[src/rtl/ppr_pkg.sv]
`timescale 1ns / 1ps
`default_nettype none

package ppr_pkg;

  localparam int unsigned TICK_W   = 32;
  localparam int unsigned RATE_W   = 16;
  localparam int unsigned PADDR_W  = 3;
  localparam int unsigned PDATA_W  = 32;
  localparam int unsigned STEP_W   = $clog2(TICK_W);

  localparam logic [TICK_W-1:0] TPM_RESET = TICK_W'(60000000);
  localparam logic [RATE_W-1:0] RATE_MAX  = {RATE_W{1'b1}};

  // Register word index (paddr above the byte offset)
  localparam logic [PADDR_W-3:0] REG_TICKS_PER_MINUTE = '0;

endpackage

`default_nettype wire

[src/rtl/ppr_in_if.sv]
`timescale 1ns / 1ps
`default_nettype none

interface ppr_in_if;
  logic valid;
  logic ready;
  logic pulse_in;

  modport source (output valid, output pulse_in, input ready);
  modport sink   (input valid, input pulse_in, output ready);
endinterface

`default_nettype wire

[src/rtl/ppr_out_if.sv]
`timescale 1ns / 1ps
`default_nettype none

interface ppr_out_if;
  logic                        valid;
  logic                        ready;
  logic [ppr_pkg::RATE_W-1:0]  rate_bpm;
  logic                        new_rate;

  modport source (output valid, output rate_bpm, output new_rate, input ready);
  modport sink   (input valid, input rate_bpm, input new_rate, output ready);
endinterface

`default_nettype wire

[src/rtl/pulse_period_rate_meter.sv]
`timescale 1ns / 1ps
`default_nettype none

// Pulse period rate meter. Each beat on the pulse channel is one timer tick
// carrying the sampled sensor level; each tick yields exactly one beat on the
// rate channel. A 32-bit counter tracks ticks since the last rising edge and
// wraps mod 2^32. On a rising edge the period (count + 1) divides
// ticks_per_minute through a restoring divider that resolves one quotient bit
// per cycle, the quotient saturates to 65535 (a zero period saturates too),
// and the result is flagged with new_rate. A tick without an edge is accepted
// and its result is registered the next cycle; an edge tick holds the pulse
// channel off while the divider runs and its result is registered on the last
// divide step. The divider is the only long path; while it runs no tick is
// taken. The output register lets the next tick enter in the cycle the pending
// result is taken. ticks_per_minute (APB byte address 0, reset 60000000) is
// readable and must be written only while idle; the block does not enforce it.
module pulse_period_rate_meter
  import ppr_pkg::*;
(
  input  wire logic                         clk,
  input  wire logic                         rst,
  ppr_in_if.sink                            pulse,
  ppr_out_if.source                         rate,
  input  wire logic                         psel,
  input  wire logic                         penable,
  input  wire logic                         pwrite,
  input  wire logic [ppr_pkg::PADDR_W-1:0]  paddr,
  input  wire logic [ppr_pkg::PDATA_W-1:0]  pwdata,
  output logic      [ppr_pkg::PDATA_W-1:0]  prdata,
  output logic                              pready
);

  localparam logic ST_IDLE = 1'b0;
  localparam logic ST_DIV  = 1'b1;
  localparam logic [STEP_W-1:0] LAST_STEP = STEP_W'(TICK_W - 1);

  // Control state
  logic                state;
  logic                last_level;
  logic [TICK_W-1:0]   elapsed_ticks;
  logic [RATE_W-1:0]   held_rate;
  logic [TICK_W-1:0]   ticks_per_minute;
  logic [STEP_W-1:0]   step;
  logic                out_valid;
  logic                out_valid_next;

  // Datapath registers
  logic [TICK_W-1:0]   period;
  logic [TICK_W-1:0]   acc;        // partial remainder
  logic [TICK_W-1:0]   dq;         // dividend bits out, quotient bits in
  logic [RATE_W-1:0]   out_rate;
  logic                out_new;

  logic                accept;
  logic                edge_seen;
  logic                cfg_write;
  logic [TICK_W:0]     rem_shift;
  logic [TICK_W+1:0]   trial;
  logic                q_bit;
  logic [TICK_W-1:0]   acc_next;
  logic [TICK_W-1:0]   quotient;
  logic [RATE_W-1:0]   rate_sat;

  // Take a tick only while idle and with the output register free or draining
  assign pulse.ready = (state == ST_IDLE) && (!out_valid || rate.ready);
  assign accept      = pulse.valid && pulse.ready;
  assign edge_seen   = pulse.pulse_in && !last_level;

  assign rate.valid    = out_valid;
  assign rate.rate_bpm = out_rate;
  assign rate.new_rate = out_new;

  assign cfg_write = psel && penable && pwrite
                     && (paddr[PADDR_W-1:2] == REG_TICKS_PER_MINUTE);
  assign pready    = 1'b1;

  always_comb begin
    if (paddr[PADDR_W-1:2] == REG_TICKS_PER_MINUTE) begin
      prdata = PDATA_W'(ticks_per_minute);
    end else begin
      prdata = '0;
    end
  end

  // Drop the pending beat when taken; a plain tick or the last divide step
  // loads a new one
  always_comb begin
    out_valid_next = out_valid;
    if (rate.valid && rate.ready) begin
      out_valid_next = 1'b0;
    end
    if ((state == ST_IDLE) && accept && !edge_seen) begin
      out_valid_next = 1'b1;
    end
    if ((state == ST_DIV) && (step == LAST_STEP)) begin
      out_valid_next = 1'b1;
    end
  end

  // One restoring step: shift in the next dividend bit, try the subtract
  assign rem_shift = {acc, dq[TICK_W-1]};
  assign trial     = {1'b0, rem_shift} - {2'b00, period};
  assign q_bit     = ~trial[TICK_W+1];
  assign acc_next  = q_bit ? trial[TICK_W-1:0] : rem_shift[TICK_W-1:0];
  assign quotient  = {dq[TICK_W-2:0], q_bit};
  // A zero period leaves an all-ones quotient, so it saturates here as well
  assign rate_sat  = (|quotient[TICK_W-1:RATE_W]) ? RATE_MAX : quotient[RATE_W-1:0];

  always_ff @(posedge clk) begin
    if (rst) begin
      state            <= ST_IDLE;
      last_level       <= 1'b0;
      elapsed_ticks    <= '0;
      held_rate        <= '0;
      ticks_per_minute <= TPM_RESET;
      step             <= '0;
      out_valid        <= 1'b0;
    end else begin
      if (cfg_write) begin
        ticks_per_minute <= pwdata[TICK_W-1:0];
      end
      out_valid <= out_valid_next;
      unique case (state)
        ST_IDLE: begin
          if (accept) begin
            last_level <= pulse.pulse_in;
            if (edge_seen) begin
              // restart the count and launch the divide
              elapsed_ticks <= '0;
              step          <= '0;
              state         <= ST_DIV;
            end else begin
              elapsed_ticks <= elapsed_ticks + 1'b1;
            end
          end
        end
        ST_DIV: begin
          step <= step + 1'b1;
          if (step == LAST_STEP) begin
            held_rate <= rate_sat;
            state     <= ST_IDLE;
          end
        end
        default: begin
          state <= ST_IDLE;
        end
      endcase
    end
  end

  always_ff @(posedge clk) begin
    if (state == ST_IDLE) begin
      if (accept) begin
        if (edge_seen) begin
          period <= elapsed_ticks + 1'b1;
          acc    <= '0;
          dq     <= ticks_per_minute;
        end else begin
          out_rate <= held_rate;
          out_new  <= 1'b0;
        end
      end
    end else begin
      acc <= acc_next;
      dq  <= quotient;
      if (step == LAST_STEP) begin
        out_rate <= rate_sat;
        out_new  <= 1'b1;
      end
    end
  end

  // Hold the pulse channel off for the whole divide
  a_no_take_while_div: assert property (@(posedge clk) disable iff (rst)
    (state == ST_DIV) |-> !pulse.ready)
    else $error("tick taken while divider busy");

  // The output register stays empty while a divide is in flight
  a_out_empty_div: assert property (@(posedge clk) disable iff (rst)
    (state == ST_DIV) |-> !out_valid)
    else $error("result pending during divide");

  // The last divide step delivers a fresh reading
  a_div_result: assert property (@(posedge clk) disable iff (rst)
    (state == ST_DIV && step == LAST_STEP) |=> (out_valid && out_new && state == ST_IDLE))
    else $error("divide did not produce a fresh reading");

  // A tick without a rising edge gives the held rate on the next cycle
  a_plain_tick: assert property (@(posedge clk) disable iff (rst)
    (accept && !edge_seen) |=> (out_valid && !out_new && out_rate == held_rate))
    else $error("non-edge tick result wrong");

  // Every edge tick starts the divide from a cleared counter
  a_edge_restart: assert property (@(posedge clk) disable iff (rst)
    (accept && edge_seen) |=> (state == ST_DIV && elapsed_ticks == '0 && step == '0))
    else $error("edge tick did not launch divide");

endmodule

`default_nettype wire

[src/flat_wrapper.sv]
// flat-port wrapper written by rule: the top's interface ports become plain ports
module pulse_period_rate_meter_flat import ppr_pkg::*;
  (clk, rst, psel, penable, pwrite, paddr, pwdata, prdata, pready, pulse_valid, pulse_pulse_in, pulse_ready, rate_valid, rate_rate_bpm, rate_new_rate, rate_ready);
  ppr_in_if pulse_i ();
  ppr_out_if rate_i ();
  input  wire logic clk;
  input  wire logic rst;
  input  wire logic psel;
  input  wire logic penable;
  input  wire logic pwrite;
  input  wire logic [ppr_pkg::PADDR_W-1:0] paddr;
  input  wire logic [ppr_pkg::PDATA_W-1:0] pwdata;
  output logic      [ppr_pkg::PDATA_W-1:0] prdata;
  output logic pready;
  input wire logic [$bits(pulse_i.valid)-1:0] pulse_valid;
  input wire logic [$bits(pulse_i.pulse_in)-1:0] pulse_pulse_in;
  output wire logic [$bits(pulse_i.ready)-1:0] pulse_ready;
  output wire logic [$bits(rate_i.valid)-1:0] rate_valid;
  output wire logic [$bits(rate_i.rate_bpm)-1:0] rate_rate_bpm;
  output wire logic [$bits(rate_i.new_rate)-1:0] rate_new_rate;
  input wire logic [$bits(rate_i.ready)-1:0] rate_ready;
  assign pulse_i.valid = pulse_valid;
  assign pulse_i.pulse_in = pulse_pulse_in;
  assign pulse_ready = pulse_i.ready;
  assign rate_valid = rate_i.valid;
  assign rate_rate_bpm = rate_i.rate_bpm;
  assign rate_new_rate = rate_i.new_rate;
  assign rate_i.ready = rate_ready;
  pulse_period_rate_meter u_core (.clk(clk), .rst(rst), .pulse(pulse_i), .rate(rate_i), .psel(psel), .penable(penable), .pwrite(pwrite), .paddr(paddr), .pwdata(pwdata), .prdata(prdata), .pready(pready));
endmodule
[config.mk]
export PLATFORM = sky130hd
export DESIGN_NAME = pulse_period_rate_meter_flat
export DESIGN_NICKNAME = d
export VERILOG_FILES = /design/src/rtl/ppr_pkg.sv /design/src/rtl/ppr_in_if.sv /design/src/rtl/ppr_out_if.sv /design/src/rtl/pulse_period_rate_meter.sv /design/src/flat_wrapper.sv
export SDC_FILE = /design/constraint.sdc
export NUM_CORES = 1
export LEC_CHECK = 0
export ABC_CLOCK_PERIOD_IN_PS = 4000
export BUFFER_PORTS_ARGS = -buffer_cell sky130_fd_sc_hd__buf_4
export CORE_ASPECT_RATIO = 0.9
export CORE_MARGIN = 2
export CORE_UTILIZATION = 50
export DETAILED_ROUTE_END_ITERATION = 8
export PLACE_DENSITY = 0.72
export SYNTH_ARGS = -nofsm -noshare
export SYNTH_HDL_FRONTEND = slang
export SYNTH_SLANG_ARGS = --single-unit
[constraint.sdc]
create_clock -name clk -period 4 [get_ports clk]
set_input_delay 0.6 -clock clk [delete_from_list [all_inputs] [get_ports clk]]
set_output_delay 0.6 -clock clk [all_outputs]
set_load 0.005 [all_outputs]
==> results of run 1 <==
-- flip-flops by register name, summed over array words and instances, names as in the netlist, 5 cells and up --
signal / cells
u_core.step: 5
u_core.held_rate: 16
u_core.dq: 32
u_core.ticks_per_minute: 32
u_core.elapsed_ticks: 32
u_core.period: 32
u_core.acc: 32
u_core.rate.rate_bpm: 16
-- cell families (layout without fill, tap and decap cells) --
group / Yosys count / count (layout) / synth area share
XOR/XNOR: 53 / 53 / 0.0455
flip-flops: 201 / 201 / 0.506
other: 1 / 1 / 0.000368
adder cells (fa/ha/maj): 36 / 36 / 0.0449
AO/OA/AOI/OAI: 204 / 204 / 0.128
multiplexers: 51 / 51 / 0.0539
buffers and inverters: 103 / 198 / 0.0438
AND/OR/NAND/NOR: 387 / 387 / 0.178
-- worst min-delay path, cell delays in order --
cell and delay (ns):
buf_4 0.07, nand2_1 0.04, nand3b_1 0.07
-- stage by stage --
| stage | cell area [um2] | power [uW] | util |
|---|---|---|---|
| after CTS | 11800 | 5050 | 0.588 |
| after floorplan | 10200 | 2940 | - |
| after global routing | 11800 | 5230 | 0.588 |
| after detailed placement | 11100 | 3150 | 0.554 |
| after global placement | 11100 | 3130 | 0.554 |
| final | 11800 | 5010 | 0.588 |
-- layout make-up --
| cell class | count | area share |
|---|---|---|
| inverter | 54 | 0.0172 |
| timing repair buffer | 104 | 0.0685 |
| tap | 255 | 0.0271 |
| clock buffer | 36 | 0.0556 |
| clock inverter | 4 | 0.00223 |
| multi-input combinational | 732 | 0.391 |
| sequential | 201 | 0.438 |
-- routing by layer --
layer | track usage | part of all wire
met4 | 0.0609 | 0.028
met1 | 0.287 | 0.48
met2 | 0.302 | 0.45
met5 | 0 | 0
met3 | 0.0327 | 0.044
-- cells in the final DEF, fill, tap and decap left out, types with 6 or more instances in the layout --
cell type,netlist,routed
nor2b_1,35,35
nor3_1,11,11
xnor2_1,31,31
mux2i_1,20,20
inv_1,54,53
a22oi_1,26,26
nor2_1,136,136
nand2_1,107,107
nand3b_1,11,11
or3_1,6,6
nand3_1,24,24
buf_4,1,102
dfxtp_1,88,87
edfxtp_1,113,113
o21a_1,6,6
a21oi_1,79,79
o21ai_0,32,32
nand4_1,12,12
and3_1,13,13
and2_1,6,6
clkbuf_1,41,10
clkbuf_16,0,23
xor2_1,22,22
ha_1,35,35
mux2_2,31,31
a211oi_1,22,22
a211oi_2,7,7
-- worst min path at each step --
stage	cells after the start	to
2_1_floorplan	2	u_core.ticks_per_minute[0]$_SDFFE_PP0P_
3_3_place_gp	2	u_core.ticks_per_minute[0]$_SDFFE_PP0P_
3_5_place_dp	2	u_core.ticks_per_minute[0]$_SDFFE_PP0P_
4_1_cts	3	u_core.ticks_per_minute[8]$_SDFFE_PP1P_
5_1_grt	3	u_core.ticks_per_minute[9]$_SDFFE_PP1P_
6_report	3	u_core.ticks_per_minute[17]$_SDFFE_PP1P_
-- power by group through the flow --
stage	Combinational, uW	Sequential [uW]	Clock (uW)
after CTS	743	2370	1940
after global placement	725	2410	0
after floorplan	549	2390	0
after detailed placement	738	2410	0
after global routing	830	2380	2030
final	739	2370	1910
==> key figures, run 1 <==
Run status
  • Status: complete, no violations

Logic synthesis
  • Post-synth EDFFs: ~110
  • Ys flop type: edfxtp_1
  • Syn Inst Count: around 1,000
  • Area contributors post-synth: edfxtp_1 (33%), dfxtp_1 (17%), nor2_1 (5.0%)
  • Unique masters post-synth: 63
  • Post-Syn Nets: between 1,000 and 1,500
  • Sequential area share after synthesis: 0.506
  • Synth warn: 0
  • Synth top area share: 0.333
  • Synth Register Bits: 201
  • Avg Inst Size Synth: 9.84 um2
  • Post-synth top area cell: edfxtp_1
  • Async set-or-reset flop fraction in the synthesized netlist: 0
  • Synth cell count leaders: nor2_1 (136), edfxtp_1 (113), nand2_1 (107)
  • Post-Syn Area: 0.0102 mm2
  • Count leader, synth: nor2_1

Layout
  • Register area: slightly above 0.005 mm2
  • Finished Layout Cells: about 1,400
  • Layout cells sized above 1: 0.164
  • Fill count: approximately 1,700
  • Area of the multi-input gates: around 0.0046 mm2
  • Area grow syn2layout: 15.3%
  • Nets: 1,194
  • N_diodes: 0

Critical path
  • Flop-to-flop setup slack: a little over 0.4 ns
  • Slowest CP cell: a2111o_1
  • Crit path DAT: 3.82 ns
  • Worst-path cell chain: ha_1, nand3_1, or3_1, a2111o_1, a31oi_2, a31oi_1, a211o_1, nand2_4, buf_12, mux2i_1, nor2_1
  • Startpoint Class: flip-flop
  • Critical path depth: 11
  • Reg2reg end: u_core.acc[4]$_SDFFCE_PN0P_
  • Critical Path Sink Type: flip-flop
  • Crit Path Max Fanout: 21
  • WP buf/inv: 1
  • Worst setup startpoint: u_core.acc[6]$_SDFFCE_PN0P_
  • Reg2reg start: u_core.acc[6]$_SDFFCE_PN0P_
  • CP max stage delay: 0.43 ns
  • Req. time, crit path: 4.22 ns
  • R2R depth: 11
  • Crit path max-delay family: compound AO/OA/AOI/OAI gates
  • Crit Path Category: flip-flop to flip-flop
  • Crit path to: u_core.acc[4]$_SDFFCE_PN0P_

Pwr
  • Switching share of power: 0.254
  • Leakage: between 0.004 and 0.005 uW
  • Power per cell area: 426 mW/mm2
  • Net Sw Power: 1270 uW
  • Combinational power share: 0.147
  • Int Pwr: around 3700 uW
  • Clock share of power: 0.381
  • Flop pwr share: 0.472
  • VDD IR max: about 0.00027 V

Route
  • Pre-antenna DRT Iters: 4
  • Vias per cell: around 5.4
  • Post-route ant nets: 0
  • Drt total wl: between 20,000 and 25,000 um
  • Wire length per cell: roughly 15 um
  • # DRC: 0
  • Initial drt markers: between 400 and 500
  • Vias: around 7,500

Placement
  • IO buf count: 91
  • HPWL after DPL: ~14,000 um
  • Placed cell count: about 1,300
  • Pre-CTS WS: ~0.44 ns
  • Placer Congestion: 0.791

Floorplan
  • Initial Utilization: 0.510
  • Die Y: around 140 um
  • IO Pins: 95
  • Die footprint: between 0.02 and 0.025 mm2
  • Die X: around 150 um
  • Core Area: about 0.020 mm2
  • Row count: 49

STA
  • Fin worst setup slack: 0.403 ns
  • Worst-Margin Slew: 1.18 ns
  • Final hold violation count: 0
  • RSZ-0062 raised after global routing: no
  • Final setup vio count: 0
  • Fin. max-slew vios: 0
  • Crit path time final: ~3.6 ns
  • Setup TNS Final: 0 ns
  • Fmax: approximately 0.28 GHz
  • Rel. slew slack: 0.215
  • Worst hold slack: 0.324 ns
  • Clock skew: roughly 0.013 ns
  • Final Cycle Share: 0.899

GRT
  • Grt ovf: 0
  • Pin count of the biggest net entering global routing: a little under 90
  • First-pass GRT wire length: 35,200 um
  • Initial antenna violation count: 0
  • Number of global-route vias before repair: 7,058
  • Total GRT Usage: 0.197

Hold path
  • Hold Crit Start: pwdata[17]
  • Worst hold path type: primary input to flip-flop

CTS
  • Insertion delay to the later sink of the worst-skew pair: around 0.5 ns
  • Setup bufs post-CTS: 0
  • Sink Count: about 200
  • CTS Root Cell: clkbuf_16
  • Longest Clk Path Bufs: 3
  • Cts repair resizes: 0
  • CTS tree: done
  • Num CTS Buffers: 22
  • Clk pin slew, worst setup/hold paths: around 0.060 ns
  • H-tree lvl count: 1
  • # hold bufs at CTS: 0

Flow run
  • Max cap viols: 0
Power figures use the tool's default switching activity.
==> run 2, diff against run 1 <==
- ABC_CLOCK_PERIOD_IN_PS: 4000 -> 4600
- clock period: 4 -> 4.6 ns (I/O delays scaled with it)
==> key figures, run 2 (synthesized netlist as in run 1, its figures left out) <==
Route
  • Wire length per cell: about 15 um
  • Pre-antenna DRT Iters: 5
  • Initial drt markers: about 500
  • Vias per cell: roughly 5.5
  • # DRC: 0
  • Post-route ant nets: 0
  • Vias: 7,546
  • Drt total wl: around 21,000 um

Critical path
  • WP buf/inv: 1
  • Reg2reg start: u_core.acc[6]$_SDFFCE_PN0P_
  • Flop-to-flop setup slack: around 0.86 ns
  • Slowest CP cell: a2111o_1
  • Startpoint Class: flip-flop
  • Crit path DAT: approximately 4 ns
  • Crit Path Max Fanout: 31
  • Crit Path Category: flip-flop to flip-flop
  • Req. time, crit path: about 4.9 ns
  • CP max stage delay: 0.44 ns
  • Critical Path Sink Type: flip-flop
  • R2R depth: 11
  • Worst-path cell chain: ha_1, nand3_1, or3_1, a2111o_1, a31oi_2, a31oi_1, a211o_1, nand2_4, buf_4, nor2_2, a211oi_2
  • Reg2reg end: u_core.acc[26]$_SDFFCE_PN0P_
  • Critical path depth: 11
  • Crit path max-delay family: compound AO/OA/AOI/OAI gates

CTS
  • H-tree lvl count: 1
  • Cts repair resizes: 0
  • Clk pin slew, worst setup/hold paths: about 0.06 ns
  • Insertion delay to the later sink of the worst-skew pair: roughly 0.49 ns
  • Setup bufs post-CTS: 0
  • Num CTS Buffers: 22
  • CTS tree: done
  • Longest Clk Path Bufs: 3
  • # hold bufs at CTS: 0
  • Sink Count: ~200
  • CTS Root Cell: clkbuf_16

STA
  • Crit path time final: 3.74 ns
  • Setup TNS Final: 0 ns
  • RSZ-0062 raised after global routing: no
  • Clock skew: between 0.01 and 0.015 ns
  • Final hold violation count: 0
  • Rel. slew slack: 0.232
  • Fin. max-slew vios: 0
  • Fmax: approximately 0.27 GHz
  • Final Cycle Share: 0.813
  • Final setup vio count: 0
  • Worst-Margin Slew: approximately 1.2 ns

Layout
  • Nets: ~1,200
  • Layout cells sized above 1: 0.163
  • Area of the multi-input gates: between 0.004 and 0.005 mm2
  • Area grow syn2layout: 15.1%
  • Register area: between 0.005 and 0.006 mm2
  • N_diodes: 0
  • Fill count: around 1,700
  • Most common cell after layout, fill and taps aside: nor2_1
  • Most frequent cells in the layout: nor2_1 (136), edfxtp_1 (113), nand2_1 (107), buf_4 (99), dfxtp_1 (87)
  • Final design utilization: 0.587
  • Finished Layout Cells: 1,382

Placement
  • Placed cell count: 1,342
  • IO buf count: 91
  • HPWL after DPL: ~14,000 um
  • Placer Congestion: 0.810

Floorplan
  • Initial Utilization: 0.510
  • Core Area: 0.0200 mm2
  • Die Y: between 100 and 150 um
  • Die X: approximately 150 um
  • IO Pins: 95
  • Row count: 49
  • Die footprint: about 0.022 mm2

GRT
  • Number of global-route vias before repair: 7,031
  • Grt ovf: 0
  • M1 GR Usage: 0.289
  • Initial antenna violation count: 0
  • First-pass GRT wire length: 35,000 um
  • Total GRT Usage: 0.195
  • Met3 Usage GRT: 0.0258
  • Met2 Resource Use GR: 0.305
  • Most used routing layer: met2
  • Pin count of the biggest net entering global routing: 89

Pwr
  • Leakage: 0.00471 uW
  • Power per cell area: ~370 mW/mm2
  • Total power: roughly 4400 uW
  • VDD IR max: between 0.0002 and 0.0003 V

Hold path
  • Worst hold path cell count: 3
  • Hold Crit Start: pwdata[9]
  • Worst hold path type: primary input to flip-flop
  • Hold EP: u_core.ticks_per_minute[9]$_SDFFE_PP1P_

Run status
  • Status: complete, no violations

Flow run
  • Max cap viols: 0
==> run 2: cell count changes in the layout (fill, tap and decap cells not counted), sizes merged <==
cell / delta
buf: -4
clkbuf: -3
clkinv: +3
==> run 2: report_power, final <==
part | switching, uW | internal (uW)
logic | 365 | 260
registers | 47.5 | 2010
clock network | 678 | 998
total | 1090 | 3270
==> run 2: cell type report <==
class,count,share of cell area
clock inverters,7,0.00309
clock buffers,33,0.0566
repair buffers,100,0.0650
flip-flops and latches,201,0.439
well taps,255,0.0272
inverters,54,0.0173
multi-input cells,732,0.392
==> run 2: worst max-delay path by stage <==
stage / endpoint / slack, ns / start
floorplan: u_core.acc[0]$_SDFFCE_PN0P_ / 0.80 / rate_ready
finish: u_core.acc[26]$_SDFFCE_PN0P_ / 0.86 / u_core.acc[6]$_SDFFCE_PN0P_
global route: u_core.acc[26]$_SDFFCE_PN0P_ / 0.66 / u_core.acc[6]$_SDFFCE_PN0P_
CTS: u_core.acc[26]$_SDFFCE_PN0P_ / 0.87 / u_core.acc[6]$_SDFFCE_PN0P_
detailed placement: u_core.acc[26]$_SDFFCE_PN0P_ / 0.92 / u_core.acc[6]$_SDFFCE_PN0P_
global placement: u_core.acc[27]$_SDFFCE_PN0P_ / 0.95 / u_core.acc[6]$_SDFFCE_PN0P_
==> run 2: worst register-to-register path, stage by stage (launching register included) <==
cell	delay, ns
edfxtp_1	0.39
ha_1	0.39
nand3_1	0.12
or3_1	0.36
a2111o_1	0.44
a31oi_2	0.33
a31oi_1	0.20
a211o_1	0.37
nand2_4	0.40
buf_4	0.31
nor2_2	0.06
a211oi_2	0.19
==> run 2: routing by layer <==
layer | vias up | routed length (um) | part of all wire
met5 | - | 0 | 0
met4 | 0 | 423 | 0.020
met3 | 28 | 760 | 0.036
met2 | 131 | 9490 | 0.45
met1 | 3583 | 10200 | 0.49
li1 | 3804 | - | -
==> run 2: metrics by stage <==
stage	hold WS [ns]	area [um2]	setup slack (ns)
final	0.407	11700	0.861
after global routing	0.401	11700	0.664
after CTS	0.396	11700	0.868
after detailed placement	0.459	11000	0.925
after global placement	0.443	11000	0.954
after floorplan	0.436	10200	0.795
